==> src/design/csm_pkg.sv <==
// Shared constants, types and saturation helpers for the CIGAR string metrics block.
`timescale 1ns / 1ps
`default_nettype none

package csm_pkg;

    localparam int RUN_BITS  = 28;
    localparam int SUM_BITS  = 32;
    localparam int OUT_BITS  = 32;
    localparam int CLIP_BITS = 28;
    localparam int CHAR_BITS = 8;

    localparam int ADD_BITS  = ((SUM_BITS > RUN_BITS) ? SUM_BITS : RUN_BITS) + 1;
    localparam int OC_BITS   = (SUM_BITS > OUT_BITS) ? SUM_BITS : OUT_BITS;
    localparam int CC_BITS   = (RUN_BITS > CLIP_BITS) ? RUN_BITS : CLIP_BITS;
    localparam int PROD_BITS = RUN_BITS + 4;

    localparam logic [RUN_BITS-1:0]  RUN_MAX  = '1;
    localparam logic [SUM_BITS-1:0]  SUM_MAX  = '1;
    localparam logic [OUT_BITS-1:0]  OUT_MAX  = '1;
    localparam logic [CLIP_BITS-1:0] CLIP_MAX = '1;
    localparam logic [3:0]           DEC_BASE = 4'd10;

    localparam logic [CHAR_BITS-1:0] CH_M  = 8'h4D;
    localparam logic [CHAR_BITS-1:0] CH_D  = 8'h44;
    localparam logic [CHAR_BITS-1:0] CH_N  = 8'h4E;
    localparam logic [CHAR_BITS-1:0] CH_EQ = 8'h3D;
    localparam logic [CHAR_BITS-1:0] CH_X  = 8'h58;
    localparam logic [CHAR_BITS-1:0] CH_I  = 8'h49;
    localparam logic [CHAR_BITS-1:0] CH_S  = 8'h53;
    localparam logic [CHAR_BITS-1:0] CH_H  = 8'h48;
    localparam logic [CHAR_BITS-1:0] CH_0  = 8'h30;
    localparam logic [CHAR_BITS-1:0] CH_9  = 8'h39;

    typedef enum logic [1:0] {
        KIND_OTHER = 2'd0,
        KIND_SOFT  = 2'd1,
        KIND_HARD  = 2'd2
    } t_op_kind;

    typedef struct packed {
        logic [CHAR_BITS-1:0] cigar_char;
        logic                 last_char;
    } t_char_req;

    typedef struct packed {
        logic [CLIP_BITS-1:0] clip_right;
        logic [CLIP_BITS-1:0] clip_left;
        logic [OUT_BITS-1:0]  query_length;
        logic [OUT_BITS-1:0]  ref_span;
    } t_metrics_data;

    typedef struct packed {
        t_metrics_data data;
        logic          dangling_digits;
    } t_metrics;

    function automatic logic [SUM_BITS-1:0] sum_sat_add(
        input logic [SUM_BITS-1:0] sum,
        input logic [RUN_BITS-1:0] len
    );
        logic [ADD_BITS-1:0] s;
        s = ADD_BITS'(sum) + ADD_BITS'(len);
        if (s > ADD_BITS'(SUM_MAX)) begin
            return SUM_MAX;
        end
        return SUM_BITS'(s);
    endfunction

    function automatic logic [OUT_BITS-1:0] out_clamp(input logic [SUM_BITS-1:0] sum);
        logic [OC_BITS-1:0] ext;
        ext = OC_BITS'(sum);
        if (ext > OC_BITS'(OUT_MAX)) begin
            return OUT_MAX;
        end
        return OUT_BITS'(ext);
    endfunction

    function automatic logic [CLIP_BITS-1:0] clip_clamp(input logic [RUN_BITS-1:0] len);
        logic [CC_BITS-1:0] ext;
        ext = CC_BITS'(len);
        if (ext > CC_BITS'(CLIP_MAX)) begin
            return CLIP_MAX;
        end
        return CLIP_BITS'(ext);
    endfunction

endpackage

`default_nettype wire

==> src/design/cigar_string_metrics.sv <==
// Top level of the CIGAR string metrics block: input stage, parser, result register.
//
//  Channel   Dir  Handshake               Payload
//  s_axis    in   i_s_axis_tvalid/tready  tdata = cigar_char, tlast = last_char
//  m_axis    out  o_m_axis_tvalid/tready  tdata = ref_span, query_length,
//                                         clip_left, clip_right; tuser = dangling_digits
//
//  One character per cycle unless a final character waits behind an unread result;
//  each request passes the input register, then the parser, into the result register.
//  The parser state update (multiply by ten and saturating adds) sets the cycle time.
//  Synchronous active-low reset clears parser state and both valid flags.
//  A final character waits in the input register only while an unread result is held.
`timescale 1ns / 1ps
`default_nettype none

module cigar_string_metrics
    import csm_pkg::*;
(
    input  wire logic                   i_clk,
    input  wire logic                   i_rst_n,
    input  wire logic                   i_s_axis_tvalid,
    output logic                        o_s_axis_tready,
    input  wire logic [CHAR_BITS-1:0]   i_s_axis_tdata,  // [7:0] cigar_char
    input  wire logic                   i_s_axis_tlast,  // last_char
    output logic                        o_m_axis_tvalid,
    input  wire logic                   i_m_axis_tready,
    // [31:0] ref_span, [63:32] query_length, [91:64] clip_left, [119:92] clip_right
    output logic [$bits(t_metrics_data)-1:0] o_m_axis_tdata,
    output logic                        o_m_axis_tuser   // dangling_digits
);

    t_char_req w_in_req;
    t_char_req w_stage_req;
    logic      w_stage_valid;
    logic      w_advance;
    logic      w_done;
    logic      w_out_busy;
    t_metrics  w_metrics;

    logic      r_out_valid;
    logic      n_out_valid;
    t_metrics  r_out;

    assign w_in_req.cigar_char = i_s_axis_tdata;
    assign w_in_req.last_char  = i_s_axis_tlast;

    assign w_out_busy = r_out_valid && !i_m_axis_tready;
    assign w_advance  = w_stage_valid && !(w_stage_req.last_char && w_out_busy);

    csm_in_reg u_in_reg (
        .i_clk     (i_clk),
        .i_rst_n   (i_rst_n),
        .i_tvalid  (i_s_axis_tvalid),
        .o_tready  (o_s_axis_tready),
        .i_req     (w_in_req),
        .i_advance (w_advance),
        .o_valid   (w_stage_valid),
        .o_req     (w_stage_req)
    );

    csm_parse u_parse (
        .i_clk     (i_clk),
        .i_rst_n   (i_rst_n),
        .i_step    (w_advance),
        .i_req     (w_stage_req),
        .o_done    (w_done),
        .o_metrics (w_metrics)
    );

    always_comb begin
        n_out_valid = r_out_valid;
        if (w_done) begin
            n_out_valid = 1'b1;
        end else if (i_m_axis_tready) begin
            n_out_valid = 1'b0;
        end
    end

    always_ff @(posedge i_clk) begin
        if (!i_rst_n) begin
            r_out_valid <= 1'b0;
        end else begin
            r_out_valid <= n_out_valid;
        end
    end

    always_ff @(posedge i_clk) begin
        if (w_done) begin
            r_out <= w_metrics;
        end
    end

    assign o_m_axis_tvalid = r_out_valid;
    assign o_m_axis_tdata  = r_out.data;
    assign o_m_axis_tuser  = r_out.dangling_digits;

    a_no_overwrite: assert property (@(posedge i_clk) disable iff (!i_rst_n)
        w_done |-> !w_out_busy)
        else $error("result register overwritten while held");

    a_final_blocks_input: assert property (@(posedge i_clk) disable iff (!i_rst_n)
        (w_stage_valid && w_stage_req.last_char && w_out_busy) |-> !o_s_axis_tready)
        else $error("input accepted while final character stalled");

    a_result_from_final: assert property (@(posedge i_clk) disable iff (!i_rst_n)
        $rose(o_m_axis_tvalid) |-> $past(w_done))
        else $error("result appeared without a final character");

endmodule

`default_nettype wire

==> src/design/csm_in_reg.sv <==
// Input register stage holding one character request for the parser.
`timescale 1ns / 1ps
`default_nettype none

module csm_in_reg
    import csm_pkg::*;
(
    input  wire logic      i_clk,
    input  wire logic      i_rst_n,
    input  wire logic      i_tvalid,
    output logic           o_tready,
    input  wire t_char_req i_req,
    input  wire logic      i_advance,
    output logic           o_valid,
    output t_char_req      o_req
);

    logic      r_valid;
    logic      n_valid;
    t_char_req r_req;
    logic      w_accept;

    assign o_tready = !r_valid || i_advance;
    assign w_accept = i_tvalid && o_tready;

    always_comb begin
        n_valid = r_valid;
        if (w_accept) begin
            n_valid = 1'b1;
        end else if (i_advance) begin
            n_valid = 1'b0;
        end
    end

    always_ff @(posedge i_clk) begin
        if (!i_rst_n) begin
            r_valid <= 1'b0;
        end else begin
            r_valid <= n_valid;
        end
    end

    always_ff @(posedge i_clk) begin
        if (w_accept) begin
            r_req <= i_req;
        end
    end

    assign o_valid = r_valid;
    assign o_req   = r_req;

endmodule

`default_nettype wire

==> src/design/csm_parse.sv <==
// Parser state and per-character update: run length, sums, clip tracking, metrics.
`timescale 1ns / 1ps
`default_nettype none

module csm_parse
    import csm_pkg::*;
(
    input  wire logic      i_clk,
    input  wire logic      i_rst_n,
    input  wire logic      i_step,
    input  wire t_char_req i_req,
    output logic           o_done,
    output t_metrics       o_metrics
);

    logic [RUN_BITS-1:0] r_run,        n_run;
    logic                r_pending,    n_pending;
    logic [SUM_BITS-1:0] r_ref_sum,    n_ref_sum;
    logic [SUM_BITS-1:0] r_query_sum,  n_query_sum;
    logic [1:0]          r_ops_seen,   n_ops_seen;
    logic                r_first_hard, n_first_hard;
    logic [RUN_BITS-1:0] r_left_clip,  n_left_clip;
    t_op_kind            r_last_kind,  n_last_kind;
    logic [RUN_BITS-1:0] r_last_len,   n_last_len;
    t_op_kind            r_prior_kind, n_prior_kind;
    logic [RUN_BITS-1:0] r_prior_len,  n_prior_len;

    logic                 w_is_digit;
    logic [3:0]           w_digit;
    logic [PROD_BITS-1:0] w_prod;
    logic                 w_is_ref;
    logic                 w_is_query;
    t_op_kind             w_kind;
    logic [RUN_BITS-1:0]  w_right;

    always_comb begin
        w_is_digit = (i_req.cigar_char >= CH_0) && (i_req.cigar_char <= CH_9);
        w_digit    = 4'(i_req.cigar_char - CH_0);
        w_prod     = PROD_BITS'(r_run) * PROD_BITS'(DEC_BASE) + PROD_BITS'(w_digit);
        w_is_ref   = (i_req.cigar_char == CH_M) || (i_req.cigar_char == CH_D) ||
                     (i_req.cigar_char == CH_N) || (i_req.cigar_char == CH_EQ) ||
                     (i_req.cigar_char == CH_X);
        w_is_query = (i_req.cigar_char == CH_M) || (i_req.cigar_char == CH_I) ||
                     (i_req.cigar_char == CH_S) || (i_req.cigar_char == CH_EQ) ||
                     (i_req.cigar_char == CH_X);
        priority if (i_req.cigar_char == CH_S) begin
            w_kind = KIND_SOFT;
        end else if (i_req.cigar_char == CH_H) begin
            w_kind = KIND_HARD;
        end else begin
            w_kind = KIND_OTHER;
        end
    end

    always_comb begin
        n_run        = r_run;
        n_pending    = r_pending;
        n_ref_sum    = r_ref_sum;
        n_query_sum  = r_query_sum;
        n_ops_seen   = r_ops_seen;
        n_first_hard = r_first_hard;
        n_left_clip  = r_left_clip;
        n_last_kind  = r_last_kind;
        n_last_len   = r_last_len;
        n_prior_kind = r_prior_kind;
        n_prior_len  = r_prior_len;

        if (i_step) begin
            if (w_is_digit) begin
                n_run     = (w_prod > PROD_BITS'(RUN_MAX)) ? RUN_MAX : RUN_BITS'(w_prod);
                n_pending = 1'b1;
            end else begin
                if (w_is_ref) begin
                    n_ref_sum = sum_sat_add(r_ref_sum, r_run);
                end
                if (w_is_query) begin
                    n_query_sum = sum_sat_add(r_query_sum, r_run);
                end
                if (r_ops_seen == 2'd0) begin
                    n_first_hard = (w_kind == KIND_HARD);
                    n_left_clip  = (w_kind == KIND_SOFT) ? r_run : '0;
                end else if ((r_ops_seen == 2'd1) && r_first_hard) begin
                    n_left_clip  = (w_kind == KIND_SOFT) ? r_run : '0;
                end
                if (r_ops_seen != 2'd2) begin
                    n_ops_seen = r_ops_seen + 2'd1;
                end
                n_prior_kind = r_last_kind;
                n_prior_len  = r_last_len;
                n_last_kind  = w_kind;
                n_last_len   = r_run;
                n_run        = '0;
                n_pending    = 1'b0;
            end
        end

        priority if ((n_last_kind == KIND_SOFT) && (n_ops_seen != 2'd0)) begin
            w_right = n_last_len;
        end else if ((n_last_kind == KIND_HARD) && (n_ops_seen == 2'd2) &&
                     (n_prior_kind == KIND_SOFT)) begin
            w_right = n_prior_len;
        end else begin
            w_right = '0;
        end

        o_metrics.data.ref_span     = out_clamp(n_ref_sum);
        o_metrics.data.query_length = out_clamp(n_query_sum);
        o_metrics.data.clip_left    = clip_clamp(n_left_clip);
        o_metrics.data.clip_right   = clip_clamp(w_right);
        o_metrics.dangling_digits   = n_pending;

        o_done = i_step && i_req.last_char;

        if (o_done) begin
            n_run        = '0;
            n_pending    = 1'b0;
            n_ref_sum    = '0;
            n_query_sum  = '0;
            n_ops_seen   = 2'd0;
            n_first_hard = 1'b0;
            n_left_clip  = '0;
            n_last_kind  = KIND_OTHER;
            n_last_len   = '0;
            n_prior_kind = KIND_OTHER;
            n_prior_len  = '0;
        end
    end

    always_ff @(posedge i_clk) begin
        if (!i_rst_n) begin
            r_run        <= '0;
            r_pending    <= 1'b0;
            r_ref_sum    <= '0;
            r_query_sum  <= '0;
            r_ops_seen   <= 2'd0;
            r_first_hard <= 1'b0;
            r_left_clip  <= '0;
            r_last_kind  <= KIND_OTHER;
            r_last_len   <= '0;
            r_prior_kind <= KIND_OTHER;
            r_prior_len  <= '0;
        end else begin
            r_run        <= n_run;
            r_pending    <= n_pending;
            r_ref_sum    <= n_ref_sum;
            r_query_sum  <= n_query_sum;
            r_ops_seen   <= n_ops_seen;
            r_first_hard <= n_first_hard;
            r_left_clip  <= n_left_clip;
            r_last_kind  <= n_last_kind;
            r_last_len   <= n_last_len;
            r_prior_kind <= n_prior_kind;
            r_prior_len  <= n_prior_len;
        end
    end

endmodule

`default_nettype wire

==> config.mk <==
export PLATFORM = sky130hd
export DESIGN_NAME = cigar_string_metrics
export DESIGN_NICKNAME = d
export VERILOG_FILES = /design/src/design/csm_pkg.sv /design/src/design/cigar_string_metrics.sv /design/src/design/csm_in_reg.sv /design/src/design/csm_parse.sv
export SDC_FILE = /design/constraint.sdc
export NUM_CORES = 1
export LEC_CHECK = 0
export BUFFER_PORTS_ARGS = -buffer_cell sky130_fd_sc_hd__buf_2
export CORE_ASPECT_RATIO = 0.8
export CORE_MARGIN = 2
export CORE_UTILIZATION = 40
export DETAILED_ROUTE_END_ITERATION = 8
export SETUP_SLACK_MARGIN = 0.15
export SLEW_MARGIN = 20
export SYNTH_ARGS = -nofsm -noshare
export SYNTH_HDL_FRONTEND = slang
export SYNTH_SLANG_ARGS = --single-unit
==> constraint.sdc <==
create_clock -name i_clk -period 11 [get_ports i_clk]
set_clock_uncertainty 0.05 [all_clocks]
set_input_delay 0.55 -clock i_clk [delete_from_list [all_inputs] [get_ports i_clk]]
set_output_delay 0.55 -clock i_clk [all_outputs]
set_load 0.01 [all_outputs]
== Word-level counts from Yosys, hierarchy flattened ==
Cells that the tools add are included.

* Add/sub/neg operators: 5
* Multipliers: 1
* Order comparisons: 9
* Equality and inequality tests: 16
* Mux-type cells: 58
* Bitwise logic cells: 2
* Reductions and logical operators: 28

{| class="wikitable"
|+ Operator list
! cell !! count
|-
| $mux 28 || 17
|-
| $mux 32 || 14
|-
| $add 32x28->33 || 2
|-
| $gt 33x32->1 const B || 2
|-
| $gt 32x32->1 const B || 2
|-
| $eq 8x7->1 const B || 7
|-
| $gt 28x28->1 const B || 2
|-
| $add 32x4->32 || 1
|-
| $gt 32x28->1 const B || 1
|-
| $mul 28x3->31 const B || 1
|-
| $mux 1 || 18
|-
| $mux 2 || 9
|-
| $logic_and 1x1->1 || 10
|-
| $logic_or 1x1->1 || 9
|-
| $eq 2x1->1 const B || 4
|-
| $eq 8x6->1 const B || 1
|-
| $ge 8x6->1 const B || 1
|-
| $le 8x6->1 const B || 1
|-
| $eq 2x2->1 const B || 3
|-
| $reduce_bool 2->1 || 3
|-
| $sub 4x1->4 const B || 1
|-
| $logic_not 1->1 || 3
|-
| $reduce_and 3->1 || 1
|-
| $add 2x1->2 const B || 1
|-
| other kinds (4) || 5
|}

* Flip-flop bits (word level): 316
* Input bits: 13
* Output and inout bits: 123
* Word-level logic and storage cells: 139

== Logic depth before layout (Yosys ltp) ==
Gate-level depths: netlist of run 1.

* Word-level depth: 15
* Gate-level depth with buffers: 16
* Depth with buffers taken out: 13

== By module ==
Synthesis of run 1 repeated with hierarchy kept, for this count alone.

* Cell total of the unflattened synthesis: 1,765
* Area, all modules: 16,803.6 µm²

{| class="wikitable"
|+ By module, submodules not included
! module !! instances !! cells each !! area each (µm²) !! sequential area each (µm²)
|-
| csm_parse || 1 || 1,626 || 12,789.8 || 3,683.5
|-
| cigar_string_metrics || 1 || 125 || 3,686.0 || 3,653.5
|-
| csm_in_reg || 1 || 14 || 327.8 || 290.3
|}

== Least setup slack after synthesis of run 1 ==
Ideal clock, no wire load.

* Path type: flip-flop to flip-flop
* Start: register u_parse.r_run[1]
* End: register u_parse.r_run[26]
* Setup time: 0.122 ns
* Arrival: 3.944 ns
* Data required time: 10.828 ns
* Setup slack: 6.884 ns
* Stages on the path, launching flop included: 16
* Buffers on the path: 2
* Clock period less this slack: 4.116 ns
* Cell sequence: dfxtp_1 ha_1 ha_1 fa_1 a211oi_4 o21ai_2 a221oi_4 a21oi_2 nor4b_4 nand4b_2 nor4_2 mux2i_1 o21a_1 buf_6 buf_6 a221o_1

* Longest elaborated chain between the ends: 5

{| class="wikitable"
|+ RTL lines
! what !! line !! text
|-
| from (decl) || csm_parse.sv:16 || <nowiki>logic [RUN_BITS-1:0] r_run, n_run;</nowiki>
|-
| from (signal assigned) || csm_parse.sv:143 || <nowiki>r_run <= n_run;</nowiki>
|-
| $mul 28x3->31 * || csm_parse.sv:39 || <nowiki>w_prod = PROD_BITS'(r_run) * PROD_BITS'(DEC_BASE) + PROD_BITS'(w_digit);</nowiki>
|-
| $add 32x4->32 * || csm_parse.sv:39 ||
|-
| $gt 32x28->1 || csm_parse.sv:70 || <nowiki>n_run = (w_prod > PROD_BITS'(RUN_MAX)) ? RUN_MAX : RUN_BITS'(w_prod);</nowiki>
|-
| $mux 28 * || csm_parse.sv:70 ||
|-
| $mux 28 * || csm_parse.sv:69 || <nowiki>if (w_is_digit) begin</nowiki>
|}

Every way passes the cells marked *; elsewhere a longest branch is shown, timed or not.
A chain may end at the register's enable or synchronous reset.

== Worst setup path in the final report of run 1 ==
* Start: register u_parse.r_run[1]
* End: register u_parse.r_run[14]

Same word-level chain as after synthesis.

==> run summary, run 1 <==
Slew @ Worst Pin -> 1.17 ns
Most Crowded Layer GR -> met2
Total CTS buffers -> 35
Worst Hold Class -> primary input to flip-flop
Clk slew on worst S/H paths -> 0.06 ns
Seq cells post-synth -> 316
Via count -> 13800
NumNets Final -> 2025
Site Rows -> 67
H-tree depth -> 2
Post-synth net total -> 1920
Worst EP arrival -> 5.37 ns
Total gr overflow -> 0
Critical path's slowest cell -> o21a_1
P_leak -> 0.00833 uW
Gpl congestion -> 0.866
DP HPWL -> 32000 um
First-pass GRT wire length -> 71100 um
Sequential area share after synthesis -> 0.455
Post-CTS Repair Setup Buffers -> 0
Met3 usage -> 0.0377
Most frequent CP cell -> ha_1
Pin count of the biggest net entering global routing -> 107
Worst skew pair latency -> 0.53 ns
Yosys warnings -> 0
Crit Path Class -> flip-flop to flip-flop
Share of cells above drive strength 1 -> 0.125
Async set-reset flop share out of synthesis -> 0
Crit start category -> flip-flop
Cell area after layout -> 19100 sq um
Initial core utilization -> 0.403
IO buf count -> 135
Hold Vio Cnt, Final -> 0
Hold_buf cts -> 0
Worst setup EP type -> flip-flop
Worst EP required -> 11.40 ns
Max Slew Vio Count -> 0
PD cells -> 129 nW/um^2
Die width -> 233 um
Per-instance average area after synthesis -> 9.36 sq um
Most common cell after layout, fill and taps aside -> nand2_1
Peak VDD IR -> 89.1 uV
Slew headroom -> 0.218
Most frequent cells in the layout -> nand2_1 (246), dfxtp_1 (186), a21oi_1 (183)
Final Critical Period -> 4.97 ns
Root buf cell -> clkbuf_16
Starting DRT DRC Count -> 1254
Setup TNS -> 0 ns
Setup slack at placement -> 6.13 ns
RSZ-0062 raised after global routing -> no
Fin crit share -> 0.452
Antenna diode count -> 0
Register area -> 7630 sq um
Met1 Resource Use GR -> 0.288
Placed inst area -> 18000 sq um
Die height -> 187 um
PostCTS Resize Cnt -> 0
Worst-path cell chain -> ha_1 > ha_1 > fa_1 > a211oi_4 > o21ai_2 > a221oi_4 > a21oi_2 > nor4b_4 > nand4b_2 > nor4_2 > mux2i_1 > o21a_1 > a221o_1
# setup viols final -> 0
# fillers -> 3964
Gr usage total -> 0.207
Synth-to-layout area growth -> 14.2%
Status -> finished, final reports clean
Vias in the first global route -> 12700
TritonCTS clock tree -> done
Mapped Cells -> 1790
Max-cap violations -> 0
Final WL -> 45900 um
CORE AREA -> 41600 sq um
Predominant post-synthesis flop cell -> dfxtp_1
Routed len/inst -> 18.6 um
Initial DRT Pass Iterations -> 8
GR Util met2 -> 0.324
Residual DRC -> 0
Initial antenna violation count -> 0
Total die area -> 43500 sq um
Multi-input logic area -> 8650 sq um
Final ANT Viol Nets -> 0
Io pins -> 136
Number of synthesized flops with an enable pin -> 130
Setup ws final -> 6.03 ns
Mapped Area -> 16800 sq um
Maximum clock frequency -> 0.201 GHz
Max stage delay on crit path -> 0.79 ns
Clk sinks -> 316
CP Max Fanout -> 28
Clock Path Buffers -> 3
Via density per instance -> 5.56
Yosys cell types -> 81
-- stage by stage --
stage | power, uW | utilization | hold WS [ns] | cells
final | 2470 | 0.460 | 0.154 | 2474
after global routing | 2550 | 0.460 | 0.144 | 2474
after CTS | 2500 | 0.460 | 0.137 | 2474
after detailed placement | 1320 | 0.433 | 0.399 | 2410
after global placement | 1320 | 0.433 | 0.391 | 2410
after floorplan | 1300 | - | 0.386 | 1790
-- final timing paths --
check | start | endpoint | slack (ns) | cells after the start
setup / recovery | u_parse.r_run[1] | u_parse.r_run[14] | 6.03 | 13
hold / removal | i_s_axis_tlast | u_in_reg.o_req[0] | 0.15 | 1
setup reg to reg | u_parse.r_run[1] | u_parse.r_run[14] | 6.03 | 13
hold reg to reg | u_parse.r_prior_len[23] | u_parse.r_prior_len[23] | 0.41 | 2
-- critical path: cells and delay by family, from the launching register on --
family / cells / cell delay, ns
fa+ha+maj: 3 / 1.08
mux: 1 / 0.23
simple gates: 3 / 0.85
compound gates: 6 / 2.04
flops: 1 / 0.67
-- sequential cells by signal, summed over array words and instances (netlist names) --
name,count
u_parse.r_last_kind,2
u_parse.r_ops_seen,2
o_m_axis_tdata,120
o_m_axis_tvalid,1
u_in_reg.o_valid,1
u_parse.r_prior_kind,2
u_parse.r_prior_len,28
u_parse.r_ref_sum,32
u_parse.r_query_sum,32
o_m_axis_tuser,1
u_parse.r_run,28
u_parse.r_first_hard,1
u_in_reg.o_req,9
u_parse.r_pending,1
u_parse.r_last_len,28
u_parse.r_left_clip,28
-- kinds of logic (layout without fill, tap and decap cells) --
logic type | Yosys count | in the layout | synth area share
XOR/XNOR | 83 | 83 | 0.0434
AND/OR/NAND/NOR | 643 | 643 | 0.180
adder cells (fa/ha/maj) | 117 | 117 | 0.0892
multiplexers | 8 | 8 | 0.00500
flip-flops | 316 | 316 | 0.455
buffers and inverters | 144 | 276 | 0.0344
AO/OA/AOI/OAI | 479 | 479 | 0.193
-- per-layer routing --
| layer | vias to the layer above | share of wire |
|---|---|---|
| li1 | 6746 | - |
| met1 | 6529 | 0.46 |
| met2 | 385 | 0.44 |
| met3 | 90 | 0.062 |
| met4 | 0 | 0.035 |
| met5 | - | 0 |
-- final cells by class --
| class | instances | share of cell area |
|---|---|---|
| clock buffers | 52 | 0.0513 |
| repair buffers | 152 | 0.0422 |
| clock inverters | 12 | 0.00791 |
| flip-flops and latches | 316 | 0.399 |
| multi-input cells | 1330 | 0.452 |
| well taps | 552 | 0.0361 |
| inverters | 60 | 0.0119 |
-- Yosys cell counts, types with 4 or more instances --
master	n	area share
nand2_1	247	0.055
a21oi_1	186	0.056
dfxtp_1	186	0.22
nor2_1	147	0.033
edfxtp_1	130	0.23
ha_1	113	0.084
nand3_1	65	0.019
clkbuf_1	63	0.014
inv_1	58	0.013
and2_1	51	0.019
a21o_1	47	0.021
xnor2_1	47	0.025
o21ai_0	46	0.014
nor3_1	39	0.012
xor2_1	36	0.019
a221o_1	29	0.017
a222oi_1	28	0.017
a31oi_1	28	0.010
nand2b_1	17	0.0063
nand4_1	15	0.0056
o21a_1	14	0.0063
and3_1	12	0.0045
o21ai_1	12	0.0036
a211oi_1	11	0.0049
nor2b_1	10	0.0037
buf_1	9	0.0020
buf_2	8	0.0024
o21bai_1	8	0.0036
o31ai_1	8	0.0036
o211a_1	7	0.0042
o211ai_1	7	0.0031
mux2i_1	5	0.0030
nor3b_1	5	0.0022
or3_1	5	0.0019
fa_1	4	0.0048
nand3b_1	4	0.0018
nor4_1	4	0.0015
-- where the power goes --
part / total (uW) / switching (uW) / internal (uW) / leakage [uW]
Clock: 1170 / 480 / 692 / 0.000552
Sequential: 1230 / 5.73 / 1230 / 0.00286
Combinational: 66.5 / 52.1 / 14.4 / 0.00492
Total: 2470 / 538 / 1930 / 0.00833
Note: power is estimated with default switching activity, not from simulation.
==> run 2, diff against run 1 <==
Clock period 11 ns to 4.26 ns, I/O delays scaled along.
==> run 2 against run 1 <==
Non-clock buffer count is 63 higher. Routed wire length is 2.5% higher. Maximum frequency is 25% higher. Total power grew to 2.6 times the previous value. Sequential power grew to 2.6 times the previous value. Largest cell class unchanged. Largest power group unchanged. Highest routed layer unchanged.
==> run summary, run 2 (synthesis gave the netlist of run 1 again) <==
RSZ-0062 raised after global routing -> no
Clock share of power -> 0.480 (+0.005)
Multi-input logic area -> 8810 sq um (+1.9%)
Status -> finished, final reports clean
TritonCTS clock tree -> done
Share of cells above drive strength 1 -> 0.165 (+0.0396)
Hold path depth -> 2 (+1)
P_int -> 5050 uW (+160%)
Gpl congestion -> 0.884 (+2.1%)
Most common cell after layout, fill and taps aside -> nand2_1
Max-cap violations -> 0 (unchanged)
Comb power frac -> 0.028 (about the same)
Die width -> 233 um (unchanged)
Worst R2R Start -> u_parse.r_run[1]
Die height -> 187 um (unchanged)
Worst reg2reg path endpoint -> u_parse.r_run[1]
First-pass GRT wire length -> 72800 um (+2.4%)
Seq pwr share -> 0.492 (-0.006)
Cell area after layout -> 19900 sq um (+3.9%)
Antenna diode count -> 0 (unchanged)
Max stage delay on crit path -> 0.43 ns (-0.36 ns)
Register area -> 7630 sq um (about the same)
R2r setup slk -> 0.29 ns (-5.74 ns)
Post-Place Cells -> 2451 (+1.7%)
NumNets Final -> 2088 (+3.1%)
# fillers -> 3939 (-0.63%)
PD cells -> 325 nW/um^2 (+150%)
Final ANT Viol Nets -> 0 (unchanged)
Critical path depth in cells -> 16 (+3)
Worst EP required -> 4.62 ns (-6.78 ns)
Hold Vio Cnt, Final -> 0 (unchanged)
Maximum clock frequency -> 0.252 GHz (+25%)
Met3 usage -> 0.0305 (-0.00716)
Final cell count without fillers -> 2534 (+2.4%)
Peak VDD IR -> 216 uV (+140%)
Placed inst area -> 18300 sq um (+2.0%)
Clk slew on worst S/H paths -> 0.06 ns (about the same)
H-tree depth -> 2 (unchanged)
Total CTS buffers -> 35 (unchanged)
Clk sinks -> 316 (unchanged)
Starting DRT DRC Count -> 1213 (-3.3%)
Final Critical Period -> 3.97 ns (-1.00 ns)
Residual DRC -> 0 (unchanged)
Worst setup EP type -> flip-flop
Final WL -> 47000 um (+2.5%)
CP startpoint -> u_parse.r_run[1]
Slew @ Worst Pin -> 1.13 ns (-0.0358 ns)
Net Sw Frac -> 0.219 (+0.00115)
Via count -> 14100 (+2.2%)
Initial DRT Pass Iterations -> 9 (+1)
Setup TNS -> 0 ns (unchanged)
Initial antenna violation count -> 2 (+2)
Met1 Resource Use GR -> 0.303 (+0.0153)
DP HPWL -> 34200 um (+7.0%)
Total die area -> 43500 sq um (unchanged)
CP Max Fanout -> 28 (unchanged)
IO buf count -> 135 (unchanged)
Initial core utilization -> 0.403 (unchanged)
Worst-path cell chain -> ha_4 > ha_4 > fa_2 > a211oi_4 > buf_6 > o21ai_2 > a221oi_4 > buf_4 > xor2_2 > nor3_2 > nand4_1 > nor4_4 > mux2i_1 > o21a_1 > buf_12 > a221o_1
CORE AREA -> 41600 sq um (unchanged)
Sw power -> 1410 uW (+160%)
Max Slew Vio Count -> 0 (unchanged)
Clock Path Buffers -> 3 (unchanged)
Synth-to-layout area growth -> 18.7%
WHS -> 0.348 ns (+0.194 ns)
Setup crit end -> u_parse.r_run[1]
Worst Hold Class -> primary input to flip-flop
Slew headroom -> 0.244 (+0.0259)
Most Crowded Layer GR -> met2
Delay-heaviest family, CP -> compound AO/OA/AOI/OAI gates
Root buf cell -> clkbuf_16
Worst skew pair latency -> 0.54 ns (about the same)
Routed len/inst -> 18.6 um (about the same)
Io pins -> 136 (unchanged)
Critical path's slowest cell -> fa_2
Vias in the first global route -> 13100 (+3.3%)
Total gr overflow -> 0 (unchanged)
Site Rows -> 67 (unchanged)
Most frequent CP cell -> ha_4
# setup viols final -> 0 (unchanged)
Util after Layout -> 0.478 (+0.0180)
GR Util met2 -> 0.337 (+0.0130)
Fin crit share -> 0.931 (+0.479)
P_leak -> 0.00868 uW (+4.3%)
WP buf/inv -> 3 (+3)
Number of flip-flops in the largest register -> 120 (unchanged)
Crit start category -> flip-flop
Worst EP arrival -> 4.32 ns (-1.05 ns)
Pin count of the biggest net entering global routing -> 103 (-3.7%)
Most frequent cells in the layout -> nand2_1 (245), a21oi_1 (182), dfxtp_1 (182)
Crit Path Class -> flip-flop to flip-flop
Gr usage total -> 0.213 (+0.00584)
Cell count of the worst reg-to-reg path -> 16 (+3)
Via density per instance -> 5.55 (-0.21%)
## run 2: changes by cell type in the layout (fill, tap and decap cells not counted), sizes merged
cell,change
buf,+50
clkbuf,-13
dlygate4sd3,+13
clkinv,+6
bufinv,+2
clkinvlp,+2
## run 2: worst reg2reg max path, cell delays in order (launching register included)
cell and delay [ns]:
dfxtp_2 0.33, ha_4 0.24, ha_4 0.18, fa_2 0.43, a211oi_4 0.29, buf_6 0.15, o21ai_2 0.09, a221oi_4 0.30
buf_4 0.17, xor2_2 0.10, nor3_2 0.21, nand4_1 0.20, nor4_4 0.31, mux2i_1 0.10, o21a_1 0.23, buf_12 0.16
a221o_1 0.28
## run 2: how the worst min path moves through the flow
| stage | start | end | slack [ns] |
|---|---|---|---|
| 6_report | i_s_axis_tdata[6] | u_in_reg.o_req[7] | 0.35 |
| 5_1_grt | i_s_axis_tdata[6] | u_in_reg.o_req[7] | 0.33 |
| 4_1_cts | i_s_axis_tlast | u_in_reg.o_req[0] | 0.33 |
| 3_5_place_dp | i_s_axis_tdata[0] | u_in_reg.o_req[1] | 0.34 |
| 3_3_place_gp | i_s_axis_tlast | u_in_reg.o_req[0] | 0.34 |
| 2_1_floorplan | i_s_axis_tlast | u_in_reg.o_req[0] | 0.26 |
## run 2: metrics by stage
stage,total power (uW),setup slack (ns)
after floorplan,3350,0.281
after global placement,3420,0.108
after detailed placement,3420,0.0832
after CTS,6520,0.163
after global routing,6660,0.135
final,6460,0.293
## run 2: final cells by class
type,instances,share of cell area
clock buffers,39,0.0453
inverters,60,0.0115
multi-input cells,1330,0.443
repair buffers,215,0.0685
clock inverters,22,0.0128
well taps,552,0.0347
flip-flops and latches,316,0.384
## run 2: per-layer routing
metal  part of all wire  vias to the layer above
met5                  0                        -
met4              0.024                        0
met3              0.054                       60
met2               0.45                      387
met1               0.47                     6740
li1                   -                     6867
## run 2: what timing repair did
item	in CTS	in global routing
endpoints found under the setup margin	32	30
pin swaps	2	13
buffers inserted	4	5
hold endpoints to repair	11	0
gates resized for setup	0	43
hold buffers	13	0
## run 2: power by group through the flow
stage	combinational [uW]	clock, uW	sequential [uW]
floorplan	101	0	3250
global placement	172	0	3240
detailed placement	174	0	3240
finish	182	3100	3180
global route	201	3280	3180
CTS	183	3160	3180
